$ cat config.mk
export PLATFORM = sky130hd
export DESIGN_NAME = blum_blum_shub_generator_unit_flat
export DESIGN_NICKNAME = d
export VERILOG_FILES = /design/src/rtl/bbs_pkg.sv /design/src/rtl/bbs_if.sv /design/src/rtl/bbs_core.sv /design/src/rtl/blum_blum_shub_generator_unit.sv /design/src/flat_wrapper.sv
export SDC_FILE = /design/constraint.sdc
export NUM_CORES = 1
export LEC_CHECK = 0
export BUFFER_PORTS_ARGS = -buffer_cell sky130_fd_sc_hd__buf_2
export CAP_MARGIN = 20
export CORE_UTILIZATION = 60
export DETAILED_ROUTE_END_ITERATION = 10
export PLACE_DENSITY_LB_ADDON = 0.3
export SLEW_MARGIN = 30
export SYNTH_ARGS = -nofsm -noshare
export SYNTH_HDL_FRONTEND = slang
export SYNTH_SLANG_ARGS = --single-unit
$ cat constraint.sdc
create_clock -name i_clk -period 9.57 [get_ports i_clk]
set_input_delay 0.957 -clock i_clk [delete_from_list [all_inputs] [get_ports i_clk]]
set_output_delay 0.957 -clock i_clk [all_outputs]
set_load 0.02 [all_outputs]
$ cat src/rtl/bbs_pkg.sv
// Shared types, constants and control bundle of the Blum Blum Shub generator.
package bbs_pkg;

    localparam int WORD_W = 32;

    typedef logic [WORD_W-1:0] t_word;

    // The two primes whose product is the modulus out of reset.
    localparam longint unsigned PRIME_P = 33617;
    localparam longint unsigned PRIME_Q = 5011;
    localparam t_word MOD_RESET = t_word'(PRIME_P * PRIME_Q);

    // Operation codes of an input word.
    localparam logic OP_STEP = 1'b0;
    localparam logic OP_LOAD = 1'b1;

    // Iteration counts of the three passes through the shared adder.
    localparam int MUL_STEPS  = WORD_W;
    localparam int DIV_STEPS  = 2 * WORD_W;
    localparam int FRAC_STEPS = WORD_W;
    localparam int CNT_W      = $clog2(DIV_STEPS);

    // Control from the sequencer to the arithmetic core.
    typedef struct packed {
        logic ld_mul;     // load the state as multiplier and multiplicand
        logic ld_div;     // move the product into the dividend register
        logic mul_step;   // one shift-and-add step
        logic div_step;   // one restoring division step
        logic frac_mode;  // division shifts in zeros (value * 2^32)
    } t_core_ctrl;

endpackage

$ cat src/rtl/bbs_if.sv
// Valid/ready channel interfaces for the input and result words.
interface bbs_in_if;
    import bbs_pkg::*;

    logic  valid;
    logic  ready;
    logic  op;
    t_word seed;

    modport source (output valid, output op, output seed, input ready);
    modport sink   (input valid, input op, input seed, output ready);
endinterface

interface bbs_out_if;
    import bbs_pkg::*;

    logic  valid;
    logic  ready;
    t_word value;
    t_word fraction;

    modport source (output valid, output value, output fraction, input ready);
    modport sink   (input valid, input value, input fraction, output ready);
endinterface

$ cat src/rtl/bbs_core.sv
// Shift-and-add multiplier and restoring divider sharing one 34-bit adder.
module bbs_core (
    input  logic                i_clk,
    input  bbs_pkg::t_core_ctrl i_ctrl,
    input  bbs_pkg::t_word      i_state,
    input  bbs_pkg::t_word      i_mod,
    output bbs_pkg::t_word      o_rem,
    output bbs_pkg::t_word      o_quo
);
    import bbs_pkg::*;

    t_word                r_hi;   // product high half, then partial remainder
    logic [2*WORD_W-1:0]  r_lo;   // product low half, then dividend / quotient
    t_word                r_m;    // multiplicand

    logic                 div_bit;
    logic [WORD_W:0]      trial;
    logic [WORD_W:0]      op_a;
    logic [WORD_W:0]      op_b;
    logic [WORD_W+1:0]    res;
    logic                 fits;

    // In fraction mode the dividend is value * 2^32, so only zeros come in.
    assign div_bit = i_ctrl.frac_mode ? 1'b0 : r_lo[2*WORD_W-1];
    assign trial   = {r_hi, div_bit};

    always_comb begin
        if (i_ctrl.mul_step) begin
            op_a = {1'b0, r_hi};
            op_b = r_lo[0] ? {1'b0, r_m} : '0;
            res  = {1'b0, op_a} + {1'b0, op_b};
        end else begin
            op_a = trial;
            op_b = {1'b0, i_mod};
            res  = {1'b0, op_a} + ~{1'b0, op_b} + {{(WORD_W+1){1'b0}}, 1'b1};
        end
    end

    // The difference is negative exactly when its top bit is set.
    assign fits = ~res[WORD_W+1];

    always_ff @(posedge i_clk) begin
        if (i_ctrl.ld_mul) begin
            r_m  <= i_state;
            r_hi <= '0;
            r_lo <= {{WORD_W{1'b0}}, i_state};
        end else if (i_ctrl.ld_div) begin
            r_lo <= {r_hi, r_lo[WORD_W-1:0]};
            r_hi <= '0;
        end else if (i_ctrl.mul_step) begin
            r_hi             <= res[WORD_W:1];
            r_lo[WORD_W-1:0] <= {res[0], r_lo[WORD_W-1:1]};
        end else if (i_ctrl.div_step) begin
            r_hi <= fits ? res[WORD_W-1:0] : trial[WORD_W-1:0];
            r_lo <= {r_lo[2*WORD_W-2:0], fits};
        end
    end

    assign o_rem = r_hi;
    assign o_quo = r_lo[WORD_W-1:0];

endmodule

$ cat src/rtl/blum_blum_shub_generator_unit.sv
// Blum Blum Shub generator: sequencer, state, modulus and result register.
// A load word gives no result. A step word's result is registered after 32 multiply steps,
// one transfer, 64 remainder steps, 32 fraction steps and one output load, all through one
// shared 34-bit adder; the next word is taken only after that result is registered, and
// later while a previous result still waits. A zero modulus skips the passes and gives a
// zero result. Synchronous active-low
// reset sets the state to 0, the modulus to 33617 * 5011 and empties the result register.
module blum_blum_shub_generator_unit (
    input  logic           i_clk,
    input  logic           i_rst_n,
    input  logic           i_cfg_wr_en,
    input  bbs_pkg::t_word i_cfg_wr_data,
    bbs_in_if.sink         i_in,
    bbs_out_if.source      o_out
);
    import bbs_pkg::*;

    typedef enum logic [5:0] {
        ST_IDLE = 6'b000001,
        ST_MUL  = 6'b000010,
        ST_XFER = 6'b000100,
        ST_DIV  = 6'b001000,
        ST_FRAC = 6'b010000,
        ST_DONE = 6'b100000
    } t_state;

    t_state             r_state, n_state;
    logic [CNT_W-1:0]   r_cnt, n_cnt;
    t_word              r_cur, n_cur;
    t_word              r_mod;
    logic               r_zero, n_zero;
    logic               r_out_valid, n_out_valid;
    t_word              r_out_value, n_out_value;
    t_word              r_out_frac, n_out_frac;

    t_core_ctrl         ctrl;
    t_word              core_rem;
    t_word              core_quo;
    logic               in_acc;
    logic               out_free;

    bbs_core u_core (
        .i_clk   (i_clk),
        .i_ctrl  (ctrl),
        .i_state (r_cur),
        .i_mod   (r_mod),
        .o_rem   (core_rem),
        .o_quo   (core_quo)
    );

    // Inputs are taken only between step words; a waiting result does not block them.
    assign i_in.ready = (r_state == ST_IDLE);
    assign in_acc     = i_in.valid && i_in.ready;
    assign out_free   = !r_out_valid || o_out.ready;

    // The modulus is to be written only while the block is idle; the block itself does not enforce this.
    always_ff @(posedge i_clk) begin
        if (!i_rst_n) begin
            r_mod <= MOD_RESET;
        end else if (i_cfg_wr_en) begin
            r_mod <= i_cfg_wr_data;
        end
    end

    always_comb begin
        n_state     = r_state;
        n_cnt       = r_cnt;
        n_cur       = r_cur;
        n_zero      = r_zero;
        n_out_valid = r_out_valid;
        n_out_value = r_out_value;
        n_out_frac  = r_out_frac;
        ctrl        = '0;

        if (r_out_valid && o_out.ready) begin
            n_out_valid = 1'b0;
        end

        case (r_state)
            ST_IDLE: begin
                if (in_acc) begin
                    if (i_in.op == OP_LOAD) begin
                        // The seed goes in unreduced; the next square takes care of it.
                        n_cur = i_in.seed;
                    end else if (r_mod == '0) begin
                        // No reduction exists, so the state and both outputs become zero.
                        n_cur   = '0;
                        n_zero  = 1'b1;
                        n_state = ST_DONE;
                    end else begin
                        ctrl.ld_mul = 1'b1;
                        n_zero      = 1'b0;
                        n_cnt       = CNT_W'(MUL_STEPS - 1);
                        n_state     = ST_MUL;
                    end
                end
            end
            ST_MUL: begin
                ctrl.mul_step = 1'b1;
                n_cnt         = r_cnt - 1'b1;
                if (r_cnt == '0) begin
                    n_state = ST_XFER;
                end
            end
            ST_XFER: begin
                ctrl.ld_div = 1'b1;
                n_cnt       = CNT_W'(DIV_STEPS - 1);
                n_state     = ST_DIV;
            end
            ST_DIV: begin
                ctrl.div_step = 1'b1;
                n_cnt         = r_cnt - 1'b1;
                if (r_cnt == '0) begin
                    n_cnt   = CNT_W'(FRAC_STEPS - 1);
                    n_state = ST_FRAC;
                end
            end
            ST_FRAC: begin
                // The remainder is the new state; grab it before the fraction
                // pass starts overwriting the partial remainder.
                if (r_cnt == CNT_W'(FRAC_STEPS - 1)) begin
                    n_cur = core_rem;
                end
                ctrl.div_step  = 1'b1;
                ctrl.frac_mode = 1'b1;
                n_cnt          = r_cnt - 1'b1;
                if (r_cnt == '0) begin
                    n_state = ST_DONE;
                end
            end
            ST_DONE: begin
                // Wait here only if the previous result has not been taken yet.
                if (out_free) begin
                    n_out_valid = 1'b1;
                    n_out_value = r_cur;
                    n_out_frac  = r_zero ? '0 : core_quo;
                    n_state     = ST_IDLE;
                end
            end
            default: begin
                n_state = ST_IDLE;
            end
        endcase
    end

    always_ff @(posedge i_clk) begin
        if (!i_rst_n) begin
            r_state     <= ST_IDLE;
            r_cnt       <= '0;
            r_cur       <= '0;
            r_zero      <= 1'b0;
            r_out_valid <= 1'b0;
        end else begin
            r_state     <= n_state;
            r_cnt       <= n_cnt;
            r_cur       <= n_cur;
            r_zero      <= n_zero;
            r_out_valid <= n_out_valid;
        end
    end

    always_ff @(posedge i_clk) begin
        r_out_value <= n_out_value;
        r_out_frac  <= n_out_frac;
    end

    assign o_out.valid    = r_out_valid;
    assign o_out.value    = r_out_value;
    assign o_out.fraction = r_out_frac;

    // A step word with a usable modulus starts the multiply pass right away.
    a_step_starts: assert property (@(posedge i_clk) disable iff (!i_rst_n)
        (in_acc && i_in.op == OP_STEP && r_mod != '0) |=> (r_state == ST_MUL))
        else $error("step word did not start the multiply pass");

    // A load word never leaves the idle state.
    a_load_idle: assert property (@(posedge i_clk) disable iff (!i_rst_n)
        (in_acc && i_in.op == OP_LOAD) |=> (r_state == ST_IDLE))
        else $error("load word left the idle state");

    // The partial remainder stays below the modulus during the remainder pass.
    a_rem_bound: assert property (@(posedge i_clk) disable iff (!i_rst_n)
        (r_state == ST_DIV && r_mod != '0) |-> (core_rem < r_mod))
        else $error("partial remainder reached the modulus");

    // A new result appears only on leaving the done state.
    a_out_from_done: assert property (@(posedge i_clk) disable iff (!i_rst_n)
        $rose(r_out_valid) |-> ($past(r_state) == ST_DONE))
        else $error("result registered outside the done state");

endmodule
$ cat src/flat_wrapper.sv
// flat-port wrapper written by rule: the top's interface ports become plain ports
module blum_blum_shub_generator_unit_flat import bbs_pkg::*;
  (i_clk, i_rst_n, i_cfg_wr_en, i_cfg_wr_data, i_in_valid, i_in_op, i_in_seed, i_in_ready, o_out_valid, o_out_value, o_out_fraction, o_out_ready);
  bbs_in_if i_in_i ();
  bbs_out_if o_out_i ();
  input  logic i_clk;
  input  logic i_rst_n;
  input  logic i_cfg_wr_en;
  input  bbs_pkg::t_word i_cfg_wr_data;
  input wire logic [$bits(i_in_i.valid)-1:0] i_in_valid;
  input wire logic [$bits(i_in_i.op)-1:0] i_in_op;
  input wire logic [$bits(i_in_i.seed)-1:0] i_in_seed;
  output wire logic [$bits(i_in_i.ready)-1:0] i_in_ready;
  output wire logic [$bits(o_out_i.valid)-1:0] o_out_valid;
  output wire logic [$bits(o_out_i.value)-1:0] o_out_value;
  output wire logic [$bits(o_out_i.fraction)-1:0] o_out_fraction;
  input wire logic [$bits(o_out_i.ready)-1:0] o_out_ready;
  assign i_in_i.valid = i_in_valid;
  assign i_in_i.op = i_in_op;
  assign i_in_i.seed = i_in_seed;
  assign i_in_ready = i_in_i.ready;
  assign o_out_valid = o_out_i.valid;
  assign o_out_value = o_out_i.value;
  assign o_out_fraction = o_out_i.fraction;
  assign o_out_i.ready = o_out_ready;
  blum_blum_shub_generator_unit u_core (.i_clk(i_clk), .i_rst_n(i_rst_n), .i_cfg_wr_en(i_cfg_wr_en), .i_cfg_wr_data(i_cfg_wr_data), .i_in(i_in_i), .o_out(o_out_i));
endmodule
# Word level (Yosys, flattened, before mapping)
# Index checks and enable logic that the tools add are counted.
[word_totals] wordCells=99 reg_bits=270 input_bits=70 output_inout_bits=66
[op_classes] n_reduce_logical=21 muxes=41 bitwise_logic=3 n_eq_ne=18 n_addsub=4
[op_table] cell="$mux W32" count=11
[op_table] cell="$mux W64" count=2
[op_table] cell="$mux W6" count=11
[op_table] cell="$pmux W32 S2" count=1
[op_table] cell="$pmux W6 S6" count=1
[op_table] cell="$add A33 B34 Y34" count=1
[op_table] cell="$add A34 B1 Y34 const B" count=1
[op_table] cell="$mux W34" count=1
[op_table] cell="$not A32 Y34" count=1
[op_table] cell="$add A32 B32 Y33" count=1
[op_table] cell="$logic_not A32 Y1" count=1
[op_table] cell="$pmux W6 S4" count=1
[op_table] cell="$ne A2 B1 Y1 const B" count=7
[op_table] cell="$mux W1" count=13
[op_table] cell="$eq A6 B5 Y1 const B" count=2
[op_table] cell="$reduce_and A4 Y1" count=2
[op_table] cell="$eq A6 B1 Y1 const B" count=1
[op_table] cell="$eq A6 B2 Y1 const B" count=1
[op_table] cell="$eq A6 B3 Y1 const B" count=1
[op_table] cell="$eq A6 B4 Y1 const B" count=1
[op_table] cell="$eq A6 B6 Y1 const B" count=1
[op_table] cell="$logic_not A6 Y1" count=1
[op_table] cell="$ne A2 B2 Y1 const B" count=3
[op_table] cell="$reduce_and A2 Y1" count=3
[op_table] cell="12 further kinds" count=18

# Depth between registers and ports, before layout
# Gate-level depths: netlist of the first run.
[depth] depth_word=11 ltp_mapped=17 ltp_nobuf=15

# Cells and area by module
# A second synthesis of the first run with hierarchy kept.
[unflattened] hier_cells=1661 hier_area_um2=15567.4
[by_module_without_submodules] module="bbs_core" n_inst=1 seq_area_each_um2=3203.1 area_per_inst_um2=9748.1 cells_each=1169
[by_module_without_submodules] module="blum_blum_shub_generator_unit" n_inst=1 seq_area_each_um2=3483.3 area_per_inst_um2=5819.3 cells_each=492

# Worst setup path after synthesis of the first run
# Ideal clock, no wire load.
[synth_timing] path_kind="input-to-reg" from="input o_out_ready" to="register u_core.r_out_frac[0], in the netlist u_core.o_out.fraction[0], enable pin" path_buffers=0 setup_slack_ns=5.133 stages=2 required_time_ns=9.077 setup_time_ns=0.493 t_arrival_ns=3.944 cell_sequence="nand2b_1 > nor2b_1"
[synth_via] elab_chain_cells=2
[synth_lines] item="from (decl)" line="flat_wrapper.sv:17" rtl="input wire logic [$bits(o_out_i.ready)-1:0] o_out_ready;"
[synth_lines] item="$logic_or A1 B1 Y1" line="blum_blum_shub_generator_unit.sv:54" rtl="assign out_free = !r_out_valid || o_out.ready;"
[synth_lines] item="$reduce_and A2 Y1 (no line)"
[synth_lines] item="to (signal assigned)" line="blum_blum_shub_generator_unit.sv:164" rtl="r_out_frac <= n_out_frac;"
[synth_lines] item="to (decl)" line="blum_blum_shub_generator_unit.sv:34" rtl="t_word r_out_frac, n_out_frac;"
# Every way passes these cells.
# A chain may end at the register's enable or synchronous reset.

# Worst setup path after layout of the first run
[layout_timing] from="register u_core.r_state[5]" to="register u_core.u_core.r_lo[0] (data pin)"
[layout_via] elab_chain_cells=11 elab_cells_between_ends=17 classes_between="add/sub: 2; eq/ne: 3; mux: 10; bitwise: 1; reduce/logical: 1"
[layout_lines] item="from (decl)" line="blum_blum_shub_generator_unit.sv:27" rtl="t_state r_state, n_state;"
[layout_lines] item="from (signal assigned)" line="blum_blum_shub_generator_unit.sv:154" rtl="r_state <= n_state;"
[layout_lines] item="$eq A6 B5 Y1" line="blum_blum_shub_generator_unit.sv:79" rtl="case (r_state)"
[layout_lines] item="$mux W1" line="blum_blum_shub_generator_unit.sv:79"
[layout_lines] item="$mux W1" line="bbs_core.sv:24" rtl="assign div_bit = i_ctrl.frac_mode ? 1'b0 : r_lo[2*WORD_W-1];"
[layout_lines] item="$add A33 B34 Y34" line="bbs_core.sv:35" rtl="res = {1'b0, op_a} + ~{1'b0, op_b} + {{(WORD_W+1){1'b0}}, 1'b1};"
[layout_lines] item="$add A34 B1 Y34" line="bbs_core.sv:35"
[layout_lines] item="$mux W34" line="bbs_core.sv:28" rtl="if (i_ctrl.mul_step) begin"
[layout_lines] item="$not A1 Y1" line="bbs_core.sv:40" rtl="assign fits = ~res[WORD_W+1];"
[layout_lines] item="$mux W64" line="bbs_core.sv:53" rtl="end else if (i_ctrl.div_step) begin"
[layout_lines] item="$mux W32" line="bbs_core.sv:50" rtl="end else if (i_ctrl.mul_step) begin"
[layout_lines] item="$mux W64" line="bbs_core.sv:47" rtl="end else if (i_ctrl.ld_div) begin"
[layout_lines] item="$mux W32 *" line="bbs_core.sv:43" rtl="if (i_ctrl.ld_mul) begin"
[layout_lines] item="to (signal assigned)" line="bbs_core.sv:48" rtl="r_lo <= {r_hi, r_lo[WORD_W-1:0]};"
[layout_lines] item="to (signal, indexed assignment)" line="bbs_core.sv:52" rtl="r_lo[WORD_W-1:0] <= {res[0], r_lo[WORD_W-1:1]};"
[layout_lines] item="to (signal assigned)" line="bbs_core.sv:55" rtl="r_lo <= {r_lo[2*WORD_W-2:0], fits};"
[layout_lines] item="to (decl)" line="bbs_core.sv:13" rtl="logic [2*WORD_W-1:0] r_lo;"
# Every way passes the cells marked *; elsewhere a longest branch is shown, timed or not. The select of a mux whose other input is x is not followed.

==> results of run 1 <==
[routing by layer]
layer | track usage [%] | up-vias | share of wire (%) | wire, um
met5 | 0 | - | 0 | 0
met4 | 9.98 | 0 | 3.0 | 1160
met3 | 3.70 | 91 | 6.6 | 2530
met2 | 51.4 | 494 | 48 | 18200
met1 | 40.4 | 5929 | 43 | 16200
li1 | - | 5931 | - | -
[cell families after synthesis]
family / Yosys count
DFF: 270
buffers and inverters: 143
and+or+nand+nor: 564
AOI/OAI and AO/OA: 429
adders and majority gates: 69
muxes: 36
xor gates and xnor gates: 47
[cells in the final DEF, fill, tap and decap left out, drive strengths merged, types with 5 or more instances in the layout]
master and n:
xor2 17, buf 149, ha 67, nand2 206, nor3 18, or3 6
xnor2 30, nor2 141, nand3b 7, a21oi 73, clkinv 8, mux2i 36
nor4 11, a31oi 18, clkbuf 41, a2111oi 5, dfxtp 142, a311oi 67
a21o 21, a22oi 33, nand2b 9, o21a 6, inv 49, and2 37
nor2b 39, o21ai 91, edfxtp 128, and3 16, nand3 53, o211ai 31
nand4 9, a211oi 17, o221ai 12
[worst min-delay path: stages (launching register included)]
cell      delay, ns
dfxtp_1        0.31
nand2_1        0.05
a311oi_1       0.08
[worst min-delay path by stage]
stage / from / endpoint / slack (ns)
6_report: u_core.u_core.r_lo[36] / u_core.u_core.r_lo[37] / 0.48
5_1_grt: u_core.u_core.r_lo[42] / u_core.u_core.r_lo[43] / 0.51
4_1_cts: u_core.u_core.r_lo[62] / u_core.u_core.r_lo[63] / 0.48
3_5_place_dp: u_core.u_core.r_lo[62] / u_core.u_core.r_lo[63] / 0.47
3_3_place_gp: u_core.u_core.r_lo[62] / u_core.u_core.r_lo[63] / 0.47
2_1_floorplan: u_core.r_cur[0] / u_core.o_out.value[0] / 0.44
[state kept, by name (all words and copies together) (netlist names)]
signal and cells:
u_core.o_out.fraction 32, u_core.o_out.valid 1, u_core.o_out.value 32, u_core.r_cnt 6, u_core.r_cur 32, u_core.r_mod 32
u_core.r_state 6, u_core.r_zero 1, u_core.u_core.o_rem 32, u_core.u_core.r_lo 64, u_core.u_core.r_m 32
[layout make-up]
class,count,area [sq um]
well taps,319,399
fillers,1888,7250
multi-input cells,1145,7390
inverters,49,186
repair buffers,149,801
clock buffers,41,821
clock inverters,11,140
flip-flops and latches,270,6690
[metrics by stage]
step	instance area, sq um	utilization [%]	std cells
after floorplan	14600	-	1558
after global placement	15400	65.2	1931
after detailed placement	15400	65.2	1931
after CTS	16400	69.3	1983
after global routing	16400	69.4	1984
final	16400	69.4	1984
[power by group through the flow]
stage	clock, uW	sequential (uW)	combinational (uW)
global route	1170	1340	492
detailed placement	0	1360	436
floorplan	0	1330	348
CTS	1130	1330	440
finish	1110	1330	446
global placement	0	1360	429
==> impl_summary.md, run 1 <==
Clocking
The H-tree depth is 1. The buffers inserted during post-CTS setup optimization is 0. Buffers inserted during clock tree synthesis total 28.

The number of instances resized during post-cts repair is 0. The number of buffers inserted for hold repair after clock tree synthesis is 0. For this design, the sink count on the clock tree is 270. The clock latency of the later-clocked register in the worst-skew pair is 0.56 ns. In this run the deepest clock path goes through 3 buffers. Clock-pin slew was measured on the worst setup and hold paths at 0.06 ns. TritonCTS built the clock tree. The tree is rooted in a clkbuf_16.

Setup path
The largest delay contributor family on the critical path is simple AND/OR/NAND/NOR gates. The data required time at the worst endpoint is 9.87 ns. The count of cells along the worst register-to-register path is 14.

The worst register-to-register path ends at u_core.u_core.r_lo[0]. The number of gates on the worst path with buffers counted is 14. Among the stages of the critical path, the cell type that occurs most often is o21ai_1. The worst setup path is captured at a flop.

Along the worst path, the maximum fanout reaches 15. Traced cell by cell, the critical path runs through nor3_1, nand2b_1, or2_1, nand2_1, ha_1, nor2b_1, o31a_1, o21ai_1, a21oi_1, o21ai_1, a21boi_2, nor2_2, o21ai_0, a22o_1. The element type at the critical path start is a flop.

The flop-to-flop setup slack is 5.63 ns. Following the worst setup path forward leads to its endpoint at u_core.u_core.r_lo[0]. The arrival time at the worst endpoint is 4.24 ns. The worst stage delay on the critical path is 0.54 ns. The path type of the worst setup path is reg2reg. The slowest stage cell on the critical path is nor2_2. The count of buffering cells on the critical path with inverters included is 0. The start point of the critical path is u_core.r_state[5].

The worst register-to-register path begins at u_core.r_state[5].

Placement
Before CTS, the worst setup slack after placement is 5.68 ns. Detailed placement finished with a half-perimeter wire length of 26,400 um. The final weighted congestion in routability-driven placement is 0.930.

The total of buffers placed on input and output ports is 135.

Die
The y dimension of the die is 158 um. The effective utilization at floorplan is 61.7%. The initialized floorplan defines 56 standard-cell rows. The area of the core is 23,700 sq um. The die area is 25,000 sq um. 136 I/O pins were placed. The die boundary width is 158 um.

Global route
The first-pass GRT wire length is 59,900 um. The number of global-route vias before repair is 11,600. The remaining global-route overflow is 0.

The initial antenna violation count was 0. Global routing consumed, over all layers together, 30.4% of the routing resources. Entering global routing, the biggest net connects 91 pins.

Status
The run finished with clean final reports.

Yosys
In the post-synthesis netlist, the biggest area contributors are edfxtp_1, dfxtp_1, ha_1. The share of synthesized cell area in and, or, nand and nor gates is 18.0%. The async set or reset register ratio after synthesis is 0%. The compound-gate portion of the synthesized area is 20.9%. The multiplexer area fraction after synthesis is 2.46%. Counting flops with a built-in enable in the synthesized netlist gives 128.

The share of synthesized area in the top cell type comes to 26.3%. The net count after synthesis is 1,697. Sorting the synthesized cells by how often they occur yields nand2_1, dfxtp_1, nor2_1. After synthesis, the largest family of logic cells by area is compound AO/OA/AOI/OAI gates. The share of the synthesized netlist area taken by xor and xnor gates is 2.82%. The number of different library cells used by synthesis comes to 84. The leading register cell type out of synthesis is dfxtp_1. The most common cell in the synthesized netlist is nand2_1. The register bit total from synthesis is 270. The number of warnings reported in the yosys synthesis log is 0.

Of the total synthesized cell area, the portion taken by full adders, half adders and majority gates is 6.01%. The part of the Yosys area used for sequential elements is 45.7%. Summing every instance area after synthesis gives 14,600 sq um. The library cell occupying the most area in the post-synthesis netlist is edfxtp_1. Dividing the synthesized area by the synthesized cell count gives 9.38 sq um. Counting every instance in the synthesized netlist gives 1,558.

Detailed routing
The average wire per cell in the routed design is 19.2 um. The pre-antenna-repair detailed-routing pass consisted of 5 iterations. The remaining antenna violation count is 0. The number of design rule violations left after detail routing is 0. The detailed-route vias per instance is 6.27. The starting DRC count in detailed routing is 1,182. The routed design has 38,000 um of wire. The total via count in the routed design is 12,400.

STA
At the pin with the least slew margin, the transition time is 0.937 ns. The shortest clock period the worst path allows after layout is 3.94 ns. Final hold analysis gives a worst-case slack of 0.481 ns. Adding up every negative setup slack in the final design gives 0 ns. The final-report hold violation count came to 0. Setup slack closes at 5.63 ns. The worst-case headroom to the max-slew limit is 37.5%. The maximum frequency from static timing analysis is 0.254 GHz. Setup repair after global routing left no endpoint under its margin. The setup clock skew after layout is 0.0164 ns.

The final clock period utilization by the worst path is 41.2%. The count of final max-slew check failures is 0. The final setup violation count is 0.

Power and ir drop
The power share of the sequential group is 46.1%. The net switching power figure is 796 uW. The fraction of power consumed by combinational cells is 15.4%.

The total internal power is 2100 uW. The power per standard cell area is 176 nW/um^2. In this run switching power makes up 27.5% of total power.

The clock power share is 38.5%. The static power due to leakage is 0.00648 uW. The total power is 2900 uW.

The worst supply voltage drop on vdd is 0.000143 V.

Cells and area
The signed area change from the synthesized netlist to the final layout is 12.4%. The final layout contains 1,782 nets. The post-route netlist has 13.9% of its cells at a drive strength greater than 1. The number of antenna diodes in the final layout is 0.

Worst hold path
The worst hold path belongs to the class reg2reg. Along the worst hold path, the cell count comes to 2.

Flow run
Across the run, the number of max-cap violations was 0.
Note: power is estimated with default switching activity, not from simulation.
==> run 2: changes to the inputs <==
- ABC_AREA: unset -> 1
- CORE_UTILIZATION: 60 -> 55
- clock period: 9.57 -> 3.43 ns (I/O delays scaled with it)
==> run 2 against run 1 <==
Effect of this change: wire length is 29% higher; setup slack worse by 5.0 ns; critical endpoint is now u_core.u_core.o_rem[30]; register-to-register slack got worse by 5.0 ns; sequential power grew to 3.9 times the previous value; clock skew is 0.0071 ns higher; sequential share of layout area down 5.4 points.
==> impl_summary.md, run 2 <==
Status
Result of the run: finished clean (unchanged).

Clocking
The clock sink count is 270 (unchanged). The number of buffers inserted for hold repair after clock tree synthesis is 10 (was 0). The cell at the root of the clock tree is clkbuf_16 (unchanged). The buffers inserted during post-CTS setup optimization is 0 (unchanged). The CTS tree is built (unchanged). The CTS buffer count is 29 (was 28).

The H-tree depth came to 1 (unchanged). The clock slew at the register clock pins of the worst setup and hold paths is 0.06 ns (about the same). The number of instances resized during post-cts repair came to 0 (unchanged). The clock tree buffer depth is 3 (unchanged).

The clock latency of the later-clocked register in the worst-skew pair is 0.58 ns (was 0.56 ns).

Die
The effective utilization at floorplan came to 56.4% (was 61.7%). The number of ports placed on the die boundary is 136 (unchanged). The die boundary width was 177 um (was 158 um).

The y dimension of the die is 177 um (was 158 um). The die area was 31,400 sq um (was 25,000 sq um). The area of the core is 30,000 sq um (was 23,700 sq um). The number of cell rows is 63 (was 56).

Detailed routing
The number of design rule violations left after detail routing is 0 (unchanged). The iteration count of the initial detailed-routing pass was 5 (unchanged). The detailed-route vias per instance is 5.47 (was 6.27). The aggregate routed wire length is 49,200 um (was 38,000 um).

The remaining antenna violation count is 0 (unchanged). The average wire per cell in the routed design is 16.8 um (was 19.2 um). The total via count in the routed design is 16,000 (was 12,400). The starting DRC count in detailed routing is 1,322 (was 1,182).

Global route
The pin count of the biggest net entering global routing is 97 (was 91). The initial antenna violation count was 0 (unchanged). The overall routing resource usage is 31.2% (was 30.4%). The number of global-route vias before repair is 14,700 (was 11,600).

The first-pass GRT wire length came to 76,700 um (was 59,900 um). The remaining global-route overflow is 0 (unchanged).

Yosys
The number of enable-type register cells in the synthesized netlist is 128 (unchanged). The cell area after technology mapping is 16,900 sq um (was 14,600 sq um). The cell count after synthesis is 2,401 (was 1,558). The leading register cell type out of synthesis is dfxtp_1 (unchanged). The register bit total from synthesis was 270 (unchanged).

The net count after synthesis is 2,540 (was 1,697). The async set or reset register ratio after synthesis is 0% (unchanged). The share of the synthesized area in the top cell type came to 22.8% (was 26.3%). The count of different cell masters after synthesis is 42 (was 84).

Post-synth top cells: nand2_1, inv_1, nor2_1 (was nand2_1, dfxtp_1, nor2_1). The library cell occupying the most area in the post-synthesis netlist is edfxtp_1 (unchanged). The number of warnings reported in the yosys synthesis log came to 0 (unchanged). Biggest area contributors in the synthesized netlist: edfxtp_1, dfxtp_1, nand2_1 (was edfxtp_1, dfxtp_1, ha_1).

The most common cell in the synthesized netlist is nand2_1 (unchanged). The part of the Yosys area used for sequential elements is 39.6% (was 45.7%). The average cell area after synthesis is 7.04 sq um (was 9.38 sq um).

Cells and area
The flip-flop count of the largest register, all copies and words added is 64 (unchanged). The register containing the most flip-flops in the final layout was u_core.u_core.r_lo (unchanged). The signed area change from the synthesized netlist to the final layout came to 12.2% (was 12.4%). The final net count is 2,652 (was 1,782).

The final antenna diode count came to 0 (unchanged). The most frequent standard cell in the layout excluding fill and tap cells was nand2_1 (unchanged). Commonest cells after routing, fill and taps aside: nand2_1, inv_1, nor2_1, nand3_1, a21oi_1 (was nand2_1, dfxtp_1, nor2_1, buf_2, edfxtp_1). The fraction of layout instances using a drive strength above 1 is 10.1% (was 13.9%).

Setup path
The count of cells along the worst register-to-register path is 18 (was 14). The start point of the critical path is u_core.r_state[1] (was u_core.r_state[5]). The largest fanout on the critical path is 4 (was 15). The capture instance of the worst register-to-register path is u_core.u_core.o_rem[30] (was u_core.u_core.r_lo[0]). The endpoint type of the worst setup path was a flop (unchanged). The worst setup path endpoint is u_core.u_core.o_rem[30] (was u_core.u_core.r_lo[0]).

The flop-to-flop setup slack is 0.63 ns (was 5.63 ns). The element type at the critical path start is a flop (unchanged). The path type of the worst setup path is reg2reg (unchanged). The worst reg2reg path startpoint is u_core.r_state[1] (was u_core.r_state[5]). The arrival time at the worst endpoint is 3.29 ns (was 4.24 ns). The data required time at the worst endpoint came to 3.92 ns (was 9.87 ns).

Power and ir drop
The total power is 16,300 uW (was 2900 uW). The static power due to leakage is 0.00964 uW (was 0.00648 uW). The worst supply voltage drop on vdd is 0.000844 V (was 0.000143 V). The power per standard cell area is 861 nW/um^2 (was 176 nW/um^2).

STA
The final-report hold violation count was 0 (unchanged). The final setup violation count came to 0 (unchanged). The count of final max-slew check failures is 0 (unchanged). The setup clock skew after layout is 0.0235 ns (was 0.0164 ns). The shortest clock period the worst path allows after layout came to 2.80 ns (was 3.94 ns). The worst-case headroom to the max-slew limit is 41.3% (was 37.5%). The maximum frequency from static timing analysis is 0.357 GHz (was 0.254 GHz). RSZ-0062 raised after global routing: no (unchanged).

The final sum of negative setup slack is 0 ns (unchanged). The final clock period utilization by the worst path is 81.6% (was 41.2%). The slew at the pin with the worst max-slew slack was 0.880 ns (was 0.937 ns).

Placement
The half-perimeter wire length after detailed placement came to 36,300 um (was 26,400 um). The final weighted congestion in routability-driven placement came to 0.947 (was 0.930). The total of buffers placed on input and output ports is 135 (unchanged).

Worst hold path
The worst hold path stage count came to 3 (was 2). The class of the tightest hold or removal check is in2reg (was reg2reg).

Flow run
The max-cap violation count is 0 (unchanged).
-- run 2: cell count changes after synthesis, sizes merged, moves of 31 or more --
cell	delta
a311oi	-67
a21oi	+83
o21ai	+44
a22oi	-33
inv	+428
nor2b	-39
nor2	+35
mux2i	-36
o2111ai	+31
o221ai	+50
and2	-33
nand3	+114
nand2	+457
-- run 2: report_power, final --
part	switching (uW)	leakage (uW)	internal (uW)
clock network	1350	0.000466	1830
registers	764	0.00235	4470
logic	5200	0.00682	2690
total	7320	0.00964	8990
-- run 2: cell type report --
class                           instances  area, sq um
Tap cell                              390          488
Timing Repair Buffer                  179         1040
Sequential cell                       270         6690
Clock buffer                           36          772
Inverter                              480         1800
Clock inverter                         18          186
Fill cell                            2773        11000
Multi-Input combinational cell       1553         7970
-- run 2: through the flow --
stage / std cells / cell area (sq um) / hold slack (ns) / utilization (%) / setup WS [ns]
2_1_floorplan: 2401 / 16900 / 0.441 / - / 0.632
3_3_place_gp: 2862 / 17900 / 0.473 / 59.7 / 0.734
3_5_place_dp: 2862 / 17900 / 0.481 / 59.7 / 0.669
4_1_cts: 2926 / 18900 / 0.0122 / 63.3 / 0.651
5_1_grt: 2926 / 18900 / 0.0304 / 63.3 / 0.399
6_report: 2926 / 18900 / 0.0373 / 63.3 / 0.631
-- run 2: worst min path at each step --
stage | start | endpoint | slack (ns)
after floorplan | u_core.r_mod[15] | u_core.r_mod[15] | 0.44
after global placement | u_core.r_cnt[0] | u_core.r_cnt[0] | 0.47
after detailed placement | u_core.r_mod[15] | u_core.r_mod[15] | 0.48
after CTS | i_cfg_wr_data[1] | u_core.r_mod[1] | 0.01
after global routing | i_cfg_wr_data[1] | u_core.r_mod[1] | 0.03
final | i_cfg_wr_data[1] | u_core.r_mod[1] | 0.04
-- run 2: worst max-delay path, cell delays in order (launching register included) --
cell	delay (ns)
dfxtp_1	0.46
nor2_4	0.09
nand4_4	0.10
nand2_1	0.08
ha_1	0.23
fa_1	0.45
inv_1	0.11
nand2_1	0.06
nand3_1	0.15
nand2_1	0.09
nand2_1	0.24
nand2_1	0.11
nand2_1	0.08
nand2_1	0.04
nand2_1	0.05
inv_1	0.07
nand3_1	0.09
nand2_1	0.10
a21oi_1	0.12
-- run 2: cells by family after synthesis --
kind of cell / share of synthesized area, %
buf+inv: 13.4
simple gates: 25.9
xor+xnor: 1.14
fa+ha+maj: 5.20
compound gates: 14.7
flops: 39.6
-- run 2: per-layer routing --
layer,GRT usage [%],wire length (um)
met1,41.8,21200
met2,51.5,23000
met3,3.72,3230
met4,11.3,1730
met5,0,0
